File: src/sv/hslp_pkg.sv
package hslp_pkg;

   // Width of the line offset counter; it saturates at its top value
   localparam int OFFSET_BITS = 12;
   localparam logic [OFFSET_BITS-1:0] OFFSET_MAX = {OFFSET_BITS{1'b1}};

   // Field widths of one result word
   localparam int RESULT_BITS = 2;
   localparam int STATUS_BITS = 10;
   localparam int OUT_OFFSET_BITS = 12;

   // Result codes
   localparam logic [RESULT_BITS-1:0] RES_AGAIN = 2'd0;
   localparam logic [RESULT_BITS-1:0] RES_DONE = 2'd1;
   localparam logic [RESULT_BITS-1:0] RES_BAD = 2'd2;

   // Characters the parser looks for
   localparam logic [7:0] CH_H = 8'h48;
   localparam logic [7:0] CH_T = 8'h54;
   localparam logic [7:0] CH_P = 8'h50;
   localparam logic [7:0] CH_SLASH = 8'h2F;
   localparam logic [7:0] CH_DOT = 8'h2E;
   localparam logic [7:0] CH_SPACE = 8'h20;
   localparam logic [7:0] CH_ZERO = 8'h30;
   localparam logic [7:0] CH_ONE = 8'h31;
   localparam logic [7:0] CH_NINE = 8'h39;
   localparam logic [7:0] CH_CR = 8'h0D;
   localparam logic [7:0] CH_LF = 8'h0A;

   // Number of status digits
   localparam logic [1:0] STATUS_DIGITS = 2'd3;

   // One result word as produced by the parser
   typedef struct packed {
      logic [RESULT_BITS-1:0]     result_code;
      logic [STATUS_BITS-1:0]     status_code;
      logic [OUT_OFFSET_BITS-1:0] code_start_offset;
      logic [OUT_OFFSET_BITS-1:0] text_end_offset;
   } result_type;

endpackage

File: src/sv/hslp_parser.sv
module hslp_parser
   import hslp_pkg::*;
(
   input  logic       clock,
   input  logic       reset,
   input  logic       step_en,
   input  logic [7:0] byte_value,
   output result_type result
);

   typedef enum logic [3:0] {
      PH_START,
      PH_H,
      PH_HT,
      PH_HTT,
      PH_HTTP,
      PH_MAJ_FIRST,
      PH_MAJ,
      PH_MIN_FIRST,
      PH_MIN,
      PH_STATUS,
      PH_AFTER_STATUS,
      PH_TEXT,
      PH_ALMOST
   } phase_type;

   phase_type              phase_ff, phase_in;
   logic [STATUS_BITS-1:0] acc_ff, acc_in;
   logic [1:0]             digit_cnt_ff, digit_cnt_in;
   logic [OFFSET_BITS-1:0] offset_ff, offset_in;
   logic [OFFSET_BITS-1:0] code_start_ff, code_start_in;
   logic [OFFSET_BITS-1:0] text_end_ff, text_end_in;
   logic                   text_end_seen_ff, text_end_seen_in;

   logic                   bad, done, is_digit;
   logic [3:0]             digit;
   logic [13:0]            acc_sum;
   logic [OFFSET_BITS-1:0] text_end_out;

   // Character classes and the decimal accumulate step
   assign is_digit = (byte_value >= CH_ZERO) && (byte_value <= CH_NINE);
   assign digit = 4'(byte_value - CH_ZERO);
   assign acc_sum = 14'(acc_ff) * 14'd10 + 14'(digit);

   // Phase transitions and next state
   always_comb begin
      phase_in = phase_ff;
      acc_in = acc_ff;
      digit_cnt_in = digit_cnt_ff;
      code_start_in = code_start_ff;
      text_end_in = text_end_ff;
      text_end_seen_in = text_end_seen_ff;
      bad = 1'b0;
      done = 1'b0;
      offset_in = (offset_ff != OFFSET_MAX) ? offset_ff + 1'b1 : offset_ff;

      case (phase_ff)
         PH_START: begin
            if (byte_value == CH_H) phase_in = PH_H; else bad = 1'b1;
         end
         PH_H: begin
            if (byte_value == CH_T) phase_in = PH_HT; else bad = 1'b1;
         end
         PH_HT: begin
            if (byte_value == CH_T) phase_in = PH_HTT; else bad = 1'b1;
         end
         PH_HTT: begin
            if (byte_value == CH_P) phase_in = PH_HTTP; else bad = 1'b1;
         end
         PH_HTTP: begin
            if (byte_value == CH_SLASH) phase_in = PH_MAJ_FIRST; else bad = 1'b1;
         end
         PH_MAJ_FIRST: begin
            if (byte_value >= CH_ONE && byte_value <= CH_NINE) phase_in = PH_MAJ;
            else bad = 1'b1;
         end
         PH_MAJ: begin
            if (byte_value == CH_DOT) phase_in = PH_MIN_FIRST;
            else if (!is_digit) bad = 1'b1;
         end
         PH_MIN_FIRST: begin
            if (is_digit) phase_in = PH_MIN; else bad = 1'b1;
         end
         PH_MIN: begin
            if (byte_value == CH_SPACE) phase_in = PH_STATUS;
            else if (!is_digit) bad = 1'b1;
         end
         PH_STATUS: begin
            if (!is_digit) begin
               bad = 1'b1;
            end else begin
               if (digit_cnt_ff == 2'd0) code_start_in = offset_ff;
               acc_in = STATUS_BITS'(acc_sum);
               if (digit_cnt_ff == STATUS_DIGITS - 2'd1) begin
                  digit_cnt_in = 2'd0;
                  phase_in = PH_AFTER_STATUS;
               end else begin
                  digit_cnt_in = digit_cnt_ff + 2'd1;
               end
            end
         end
         PH_AFTER_STATUS: begin
            if (byte_value == CH_SPACE) begin
               phase_in = PH_TEXT;
            end else if (byte_value == CH_CR) begin
               text_end_in = offset_ff;
               text_end_seen_in = 1'b1;
               phase_in = PH_ALMOST;
            end else if (byte_value == CH_LF) begin
               done = 1'b1;
            end else begin
               bad = 1'b1;
            end
         end
         PH_TEXT: begin
            if (byte_value == CH_CR) begin
               text_end_in = offset_ff;
               text_end_seen_in = 1'b1;
               phase_in = PH_ALMOST;
            end else if (byte_value == CH_LF) begin
               done = 1'b1;
            end
         end
         PH_ALMOST: begin
            if (byte_value == CH_LF) done = 1'b1; else bad = 1'b1;
         end
         default: begin
            bad = 1'b1;
         end
      endcase

      // Line finished either way: back to the start of a new line
      if (bad || done) begin
         phase_in = PH_START;
         acc_in = '0;
         digit_cnt_in = 2'd0;
         offset_in = '0;
         code_start_in = '0;
         text_end_in = '0;
         text_end_seen_in = 1'b0;
      end
   end

   // Result word for this byte
   assign text_end_out = text_end_seen_ff ? text_end_ff : offset_ff;

   always_comb begin
      if (bad) begin
         result.result_code = RES_BAD;
         result.status_code = '0;
         result.code_start_offset = '0;
         result.text_end_offset = '0;
      end else if (done) begin
         result.result_code = RES_DONE;
         result.status_code = acc_ff;
         result.code_start_offset = OUT_OFFSET_BITS'(code_start_ff);
         result.text_end_offset = OUT_OFFSET_BITS'(text_end_out);
      end else begin
         result.result_code = RES_AGAIN;
         result.status_code = acc_in;
         result.code_start_offset = '0;
         result.text_end_offset = '0;
      end
   end

   // Parser state, advanced once per word
   always_ff @(posedge clock) begin
      if (reset) begin
         phase_ff <= PH_START;
         acc_ff <= '0;
         digit_cnt_ff <= 2'd0;
         offset_ff <= '0;
         code_start_ff <= '0;
         text_end_ff <= '0;
         text_end_seen_ff <= 1'b0;
      end else if (step_en) begin
         phase_ff <= phase_in;
         acc_ff <= acc_in;
         digit_cnt_ff <= digit_cnt_in;
         offset_ff <= offset_in;
         code_start_ff <= code_start_in;
         text_end_ff <= text_end_in;
         text_end_seen_ff <= text_end_seen_in;
      end
   end

`ifndef SYNTHESIS
   // A finished or rejected line leaves the parser at the start of a new line
   a_clear_after_end: assert property (@(posedge clock) disable iff (reset)
      step_en && (result.result_code == RES_DONE || result.result_code == RES_BAD)
      |=> phase_ff == PH_START && offset_ff == '0 && acc_ff == '0
          && !text_end_seen_ff)
      else $error("parser state not cleared after end of line");

   // The digit counter wraps after the third status digit
   a_digit_cnt_range: assert property (@(posedge clock) disable iff (reset)
      digit_cnt_ff != STATUS_DIGITS)
      else $error("status digit counter out of range");

   // No word, no state change
   a_hold_when_idle: assert property (@(posedge clock) disable iff (reset)
      !step_en |=> $stable(phase_ff) && $stable(offset_ff) && $stable(acc_ff))
      else $error("parser state moved without a word");
`endif

endmodule

File: src/sv/http_status_line_parser.sv
// Path: a byte accepted into the input register is parsed and its result word is
// loaded into the result register when that register is free; a stall on the result
// side holds the byte in the input register (input register, then result register).
// Throughput: one byte per cycle while the result side does not stall.
// Reset: synchronous, active high; empties both registers and returns the
// parser to the start of a line with offset zero. No clearing pass is needed.
module http_status_line_parser
   import hslp_pkg::*;
(
   input  logic                       clock,
   input  logic                       reset,
   input  logic                       req_valid,
   output logic                       req_stall,
   input  logic [7:0]                 req_byte_value,
   output logic                       rsp_valid,
   input  logic                       rsp_stall,
   output logic [RESULT_BITS-1:0]     rsp_result_code,
   output logic [STATUS_BITS-1:0]     rsp_status_code,
   output logic [OUT_OFFSET_BITS-1:0] rsp_code_start_offset,
   output logic [OUT_OFFSET_BITS-1:0] rsp_text_end_offset
);

   logic       in_valid_ff, in_valid_in;
   logic [7:0] byte_ff;
   logic       rsp_valid_ff, rsp_valid_in;
   result_type rsp_ff;
   result_type step_result;
   logic       advance, load_in;

   // Pipeline handshake: a word moves on when the result register is free
   assign advance = in_valid_ff && (!rsp_valid_ff || !rsp_stall);
   assign req_stall = in_valid_ff && !advance;
   assign load_in = req_valid && !req_stall;

   assign in_valid_in = load_in ? 1'b1 : (advance ? 1'b0 : in_valid_ff);
   assign rsp_valid_in = advance ? 1'b1 : (rsp_stall ? rsp_valid_ff : 1'b0);

   hslp_parser u_parser (
      .clock      (clock),
      .reset      (reset),
      .step_en    (advance),
      .byte_value (byte_ff),
      .result     (step_result)
   );

   // Valid bits
   always_ff @(posedge clock) begin
      if (reset) begin
         in_valid_ff <= 1'b0;
         rsp_valid_ff <= 1'b0;
      end else begin
         in_valid_ff <= in_valid_in;
         rsp_valid_ff <= rsp_valid_in;
      end
   end

   // Payload registers
   always_ff @(posedge clock) begin
      if (load_in) byte_ff <= req_byte_value;
      if (advance) rsp_ff <= step_result;
   end

   assign rsp_valid = rsp_valid_ff;
   assign rsp_result_code = rsp_ff.result_code;
   assign rsp_status_code = rsp_ff.status_code;
   assign rsp_code_start_offset = rsp_ff.code_start_offset;
   assign rsp_text_end_offset = rsp_ff.text_end_offset;

endmodule

File: config.mk
export PLATFORM = sky130hd
export DESIGN_NAME = http_status_line_parser
export DESIGN_NICKNAME = d
export VERILOG_FILES = /design/src/sv/hslp_pkg.sv /design/src/sv/hslp_parser.sv /design/src/sv/http_status_line_parser.sv
export SDC_FILE = /design/constraint.sdc
export NUM_CORES = 1
export LEC_CHECK = 0
export BUFFER_PORTS_ARGS = -buffer_cell sky130_fd_sc_hd__buf_2
export CAP_MARGIN = 20
export CORE_UTILIZATION = 53
export DETAILED_ROUTE_END_ITERATION = 8
export PLACE_DENSITY = 0.84
export SLEW_MARGIN = 30
export SYNTH_ARGS = -nofsm -noshare
export SYNTH_HDL_FRONTEND = slang
export SYNTH_SLANG_ARGS = --single-unit
File: constraint.sdc
create_clock -name clock -period 2.95 [get_ports clock]
set_input_delay 0.59 -clock clock [delete_from_list [all_inputs] [get_ports clock]]
set_output_delay 0.59 -clock clock [all_outputs]
set_load 0.02 [all_outputs]
After elaboration in Yosys (flattened, before gate mapping)
Index checks and enable logic that the tools add are counted.
{"block": "word_totals", "register_bits": 99, "inputBits": 12, "out_inout_bits": 38}
{"block": "op_classes", "add_sub_neg": 4, "mul": 1, "n_lt_le_gt_ge": 3, "n_eq_ne": 35, "muxes": 58, "bitwise": 1, "reduce_logical": 28}
{"cell": "12-bit two-way mux", "n": 10}
{"cell": "4-bit two-way mux", "n": 14}
{"cell": "4-bit case mux with 12 select lines", "n": 1}
{"cell": "35-bit two-way mux", "n": 1}
{"cell": "3-bit by 1-bit inequality test with 1-bit output (second input constant)", "n": 11}
{"cell": "10-bit two-way mux", "n": 3}
{"cell": "8-bit by 6-bit equality test with 1-bit output (second input constant)", "n": 3}
{"cell": "8-bit by 7-bit equality test with 1-bit output (second input constant)", "n": 3}
{"cell": "12-bit case mux with 2 select lines", "n": 1}
{"cell": "1-bit two-way mux", "n": 21}
{"cell": "4-bit equality test (second input constant)", "n": 5}
{"cell": "4-bit by 3-bit equality test with 1-bit output (second input constant)", "n": 4}
{"cell": "8-bit by 4-bit equality test with 1-bit output (second input constant)", "n": 2}
{"cell": "8-bit by 6-bit >= comparator with 1-bit output (second input constant)", "n": 2}
{"cell": "13-bit AND reduction", "n": 1}
{"cell": "13-bit nonzero test", "n": 1}
{"cell": "12-bit by 1-bit adder with 12-bit output (second input constant)", "n": 1}
{"cell": "12-bit inequality test (second input constant)", "n": 1}
{"cell": "1-bit case mux with 11 select lines", "n": 1}
{"cell": "10-bit by 4-bit adder with 10-bit output", "n": 1}
{"cell": "10-bit by 3-bit multiplier with 9-bit output (second input constant)", "n": 1}
{"cell": "2-bit nonzero test", "n": 5}
{"cell": "4-bit by 2-bit equality test with 1-bit output (second input constant)", "n": 2}
{"cell": "8-bit by 6-bit <= comparator with 1-bit output (second input constant)", "n": 1}
{"cell": "20 further kinds", "n": 34}

Logic depth before layout (Yosys ltp)
{"block": "logic_depth", "ltp_word": 8, "depth_mapped": 11, "mapped_depth_nobuf": 11}

Modules after synthesis
From an unflattened synthesis, not the netlist that was laid out.
{"block": "unflattened", "hier_cells": 465, "area_unflattened_um2": 4880.9}
{"module": "hslp_parser", "n_inst": 1, "cells_each": 411, "area_per_inst_um2": 3473.3, "seq_area_each_um2": 1061.0}
{"module": "http_status_line_parser", "n_inst": 1, "cells_each": 54, "area_per_inst_um2": 1407.6, "seq_area_each_um2": 1361.3}

Least setup slack after synthesis
Ideal clock, no wire load.
{"block": "synth_timing", "path_type": "input-to-reg", "startpoint": "input port rsp_stall", "endpoint": "register u_parser.offset_ff[7]", "arrival_time_ns": 2.912, "t_required_ns": 2.822, "slack_ns": -0.090, "path_stages": 8, "n_path_buf": 1, "path_cell_list": "nand2_1 -> nand2_1 -> inv_1 -> buf_1 -> o21ai_0 -> nor3_1 -> xnor2_1 -> nor2_1"}
{"block": "synth_via", "elab_chain_len": 4}
{"element": "start, declared", "line_no": "http_status_line_parser.sv:16", "rtl": "input logic rsp_stall,"}
{"element": "1-bit logical NOT", "line_no": "http_status_line_parser.sv:31", "rtl": "assign advance = in_valid_ff && (!rsp_valid_ff || !rsp_stall);"}
{"element": "1-bit logical OR", "line_no": "http_status_line_parser.sv:31"}
{"element": "1-bit logical AND", "line_no": "http_status_line_parser.sv:31"}
{"element": "via advance", "line_no": "http_status_line_parser.sv:28", "rtl": "logic advance, load_in;"}
{"element": "2-bit AND reduction (no source line)"}
{"element": "end signal, assigned", "line_no": "hslp_parser.sv:180", "rtl": "offset_ff <= offset_in;"}
{"element": "end, declared", "line_no": "hslp_parser.sv:30", "rtl": "logic [OFFSET_BITS-1:0] offset_ff, offset_in;"}
The timed path passes the listed nets, and every way through them passes these cells.
A chain may end at the register's enable or synchronous reset.

Final worst setup path
{"block": "layout_timing", "startpoint": "register byte_ff[6]", "endpoint": "register rsp_ff, in the netlist rsp_status_code[3], data pin"}
{"block": "layout_via", "elab_chain_len": 8}
{"element": "start, declared", "line_no": "http_status_line_parser.sv:24", "rtl": "logic [7:0] byte_ff;"}
{"element": "start signal, assigned", "line_no": "http_status_line_parser.sv:59", "rtl": "if (load_in) byte_ff <= req_byte_value;"}
{"element": "8-bit by 6-bit >= comparator with 1-bit output, or another cell as far along", "line_no": "hslp_parser.sv:41", "rtl": "assign is_digit = (byte_value >= CH_ZERO) && (byte_value <= CH_NINE);"}
{"element": "1-bit logical AND, or another cell as far along", "line_no": "hslp_parser.sv:41"}
{"element": "1-bit two-way mux, on equally long branches"}
{"element": "1-bit two-way mux, on equally long branches", "line_no": "hslp_parser.sv:85, hslp_parser.sv:78, hslp_parser.sv:103"}
{"element": "1-bit case mux with 11 select lines / 1-bit case mux with 3 select lines (equally long branches)", "line_no": "hslp_parser.sv:57", "rtl": "case (phase_ff)"}
{"element": "1-bit logical OR", "line_no": "hslp_parser.sv:133", "rtl": "if (bad || done) begin"}
{"element": "10-bit two-way mux", "line_no": "hslp_parser.sv:133"}
{"element": "35-bit two-way mux", "line_no": "hslp_parser.sv:153", "rtl": "end else if (done) begin"}
{"element": "end signal, assigned", "line_no": "http_status_line_parser.sv:60", "rtl": "if (advance) rsp_ff <= step_result;"}
{"element": "end, declared", "line_no": "http_status_line_parser.sv:26", "rtl": "result_type rsp_ff;"}
Parallel ways exist; a longest one is shown, timed or not.

==> metrics.yaml <==
synth:
  ys_seq_area_frac: 0.498
  synth_most_common_cell: "dfxtp_1"
  yosysTopAreaCellShare: 0.271
  syn_inst: 463
  synth_edf_count: 44
  syn_area_mm2: 0.00487
  ys_ff_latch: 99
  ys_async_sr_fraction: 0
  syn_nets: 497
  synth_top_cells_by_count: "dfxtp_1, nor2_1, edfxtp_1"
  syn_avg_cell_area_um2: 10.5
  yosysUniqueCellTypes: 62
  yosys_warnings: 0
  ys_top_cells_by_area: "edfxtp_1, dfxtp_1, a22o_1"
  synth.largest_area_cell: "edfxtp_1"
  ys.flop_type: "dfxtp_1"
power_and_ir_drop:
  powerDensity_mw_per_mm2: 445
  power_frac_clock: 0.345
  peakVddDrop_v: 0.000290
  leakage_nw: 2.00
  power_switching_mw: 0.643
  swShare: 0.258
  combinationalPowerShare: 0.061
  seqPwrFrac: 0.594
  p_int_mw: 1.85
sta:
  worst_pin_slew_ns: 0.806
  report.final.slew_viol_count: 0
  finalSetupViolations: 0
  period_needed_ns: 2.87
  slew_headroom: 0.462
  fmax_mhz: 349
  clock_skew_ns: 0.0172
  hold_violations: 0
  min_period_over_period: 0.972
run_status:
  violations: "design-rule violations"
  outcome: "finished, violations left"
critical_path:
  max_stage_delay_ns: 0.49
  critPathMostFrequentCell: "buf_4"
  arrival_ns: 3.04
  crit_family: "buffers and inverters"
  ff2ff_setup_slack_ns: 0.08
  cp_max_fo: 8
  critPathCaptureType: "register"
  path_cells: "buf_4 -> nor4bb_1 -> buf_4 -> nand2_1 -> o22ai_1 -> o211ai_1 -> buf_4 -> or2_2 -> buf_4 -> a211oi_1"
  crit_type: "reg2reg"
  critPathSlowestCell: "edfxtp_1"
  startpoint_type: "register"
  cp_num_buf_inv: 4
  crit_required_ns: 3.13
cts:
  clock_sinks: 99
  root_buffer: "clkbuf_8"
  clock_path_buffers: 2
  cts_tree: "done"
  hold_buffers: 0
  cts_buffers: 9
  cts.htree.levels: 3
  path_clk_slew_ns: 0.11
  clock_latency_ns: 0.37
placed_design:
  numPlacedInstances: 619
  dp_hpwl_mm: 7.32
  placement.cell_area_mm2: 0.00531
  gp_congestion: 0.934
  portBuffers: 49
drt:
  routed_wl_mm: 10.2
  vias_per_cell: 5.86
  num_vias: 3737
  drt_iter0_drc: 246
  first_pass_iters: 7
  drcViolationCount: 16
  ant_nets: 0
  routedWlPerCell_um: 16.0
die:
  die_y_um: 97.8
  start_util: 0.553
  core_area_mm2: 0.00881
  io_pins: 50
  die_w_um: 97.8
  rows: 34
  design.die.area_mm2: 0.00957
finish:
  final_area_mm2: 0.00560
  drive_above_1_share: 0.215
  stdcell_count: 638
  fin_util: 0.636
  fill_cells: 693
  area_growth_pct: 15.1
  nets: 559
  antenna_cells: 0
global_route:
  grt_max_degree: 29
  grt_pass1_vias: 3506
  grt_overflow: 0
  grt_pass1_wl_mm: 16.5
  antenna_found_initial: 0
  grt_usage: 0.214
run:
  maxCapViolations: 0
hold_path:
  hold_class: "in2reg"
==> repair_timing <==
item | CTS | global route
hold endpoints to repair | 0 | 0
endpoints found under the setup margin | 0 | 55
gates resized for setup | 0 | 15
setup buffers | 0 | 3
==> final timing paths <==
check / from / to / cells after the start
setup / recovery: byte_ff[6] / rsp_status_code[3] / 10
hold reg to reg: u_parser.code_start_ff[8] / u_parser.code_start_ff[8] / 1
hold / removal: req_byte_value[0] / byte_ff[0] / 1
setup reg to reg: byte_ff[6] / rsp_status_code[3] / 10
==> logic make-up (layout without fill, tap and decap cells) <==
group / after synthesis / in the layout / synth area share
buffers and inverters: 35 / 102 / 0.0314
xor gates and xnor gates: 15 / 15 / 0.0270
muxes: 17 / 17 / 0.0352
DFF: 99 / 99 / 0.498
and+or+nand+nor: 166 / 166 / 0.183
AOI/OAI and AO/OA: 109 / 109 / 0.166
adders and majority gates: 22 / 22 / 0.0596
==> layer usage <==
layer | GRT usage | wire length [um]
met5 | 0 | 0
met4 | 0.0723 | 134
met3 | 0.0372 | 443
met2 | 0.358 | 4960
met1 | 0.281 | 4670
==> cells in the final DEF (no fill, tap or decap), types with 3 or more instances in the layout <==
master	n
nor2_1	48
and2_1	13
clkbuf_8	9
o21ai_0	8
nor3b_1	3
nand4_1	8
a21oi_1	28
edfxtp_1	44
clkinv_4	3
buf_2	49
ha_1	19
a31oi_1	5
a21o_1	6
inv_1	8
xnor2_1	11
buf_6	3
o41ai_1	4
inv_8	3
or4_1	3
buf_4	23
nor2b_1	9
xor2_1	4
nand3b_1	3
a211oi_1	5
dfxtp_1	55
nor3_1	8
o2bb2ai_1	4
or3_1	6
a22o_1	31
nand3_1	4
nand2_1	36
mux2i_1	16
==> power by group through the flow <==
stage                     clock (mW)  sequential, mW  combinational (mW)
final                          0.861            1.48               0.151
after global routing           0.925            1.48               0.162
after CTS                      0.874            1.48               0.142
after detailed placement           0            1.51               0.142
after global placement             0            1.51               0.139
after floorplan                    0            1.54              0.0602
==> final cells by class <==
class	count	area (um^2)	area share
clock inverter	7	76.3	0.0136
sequential	99	2420	0.433
multi-input combinational	329	2350	0.420
inverter	11	41.3	0.00737
clock buffer	9	124	0.0221
timing repair buffer	75	452	0.0807
tap	108	135	0.0241
==> state kept, by name (all words and copies together) (netlist names), 8 cells and up <==
| name | count |
|---|---|
| u_parser.text_end_ff | 12 |
| u_parser.acc_ff | 10 |
| byte_ff | 8 |
| rsp_code_start_offset | 12 |
| rsp_text_end_offset | 12 |
| rsp_status_code | 10 |
| u_parser.offset_ff | 12 |
| u_parser.code_start_ff | 12 |
==> metrics by stage <==
stage | TNS, ns | worst slack (ns) | hold WS, ns | power (mW)
6_report | 0 | 0.0830 | 0.387 | 2.49
5_1_grt | -0.164 | -0.0399 | 0.365 | 2.57
4_1_cts | 0 | 0.00687 | 0.374 | 2.49
3_5_place_dp | 0 | 0.0515 | 0.459 | 1.65
3_3_place_gp | 0 | 0.129 | 0.453 | 1.65
2_1_floorplan | 0 | 0.0368 | 0.440 | 1.60
No activity file was read; power rests on OpenSTA's default activity.
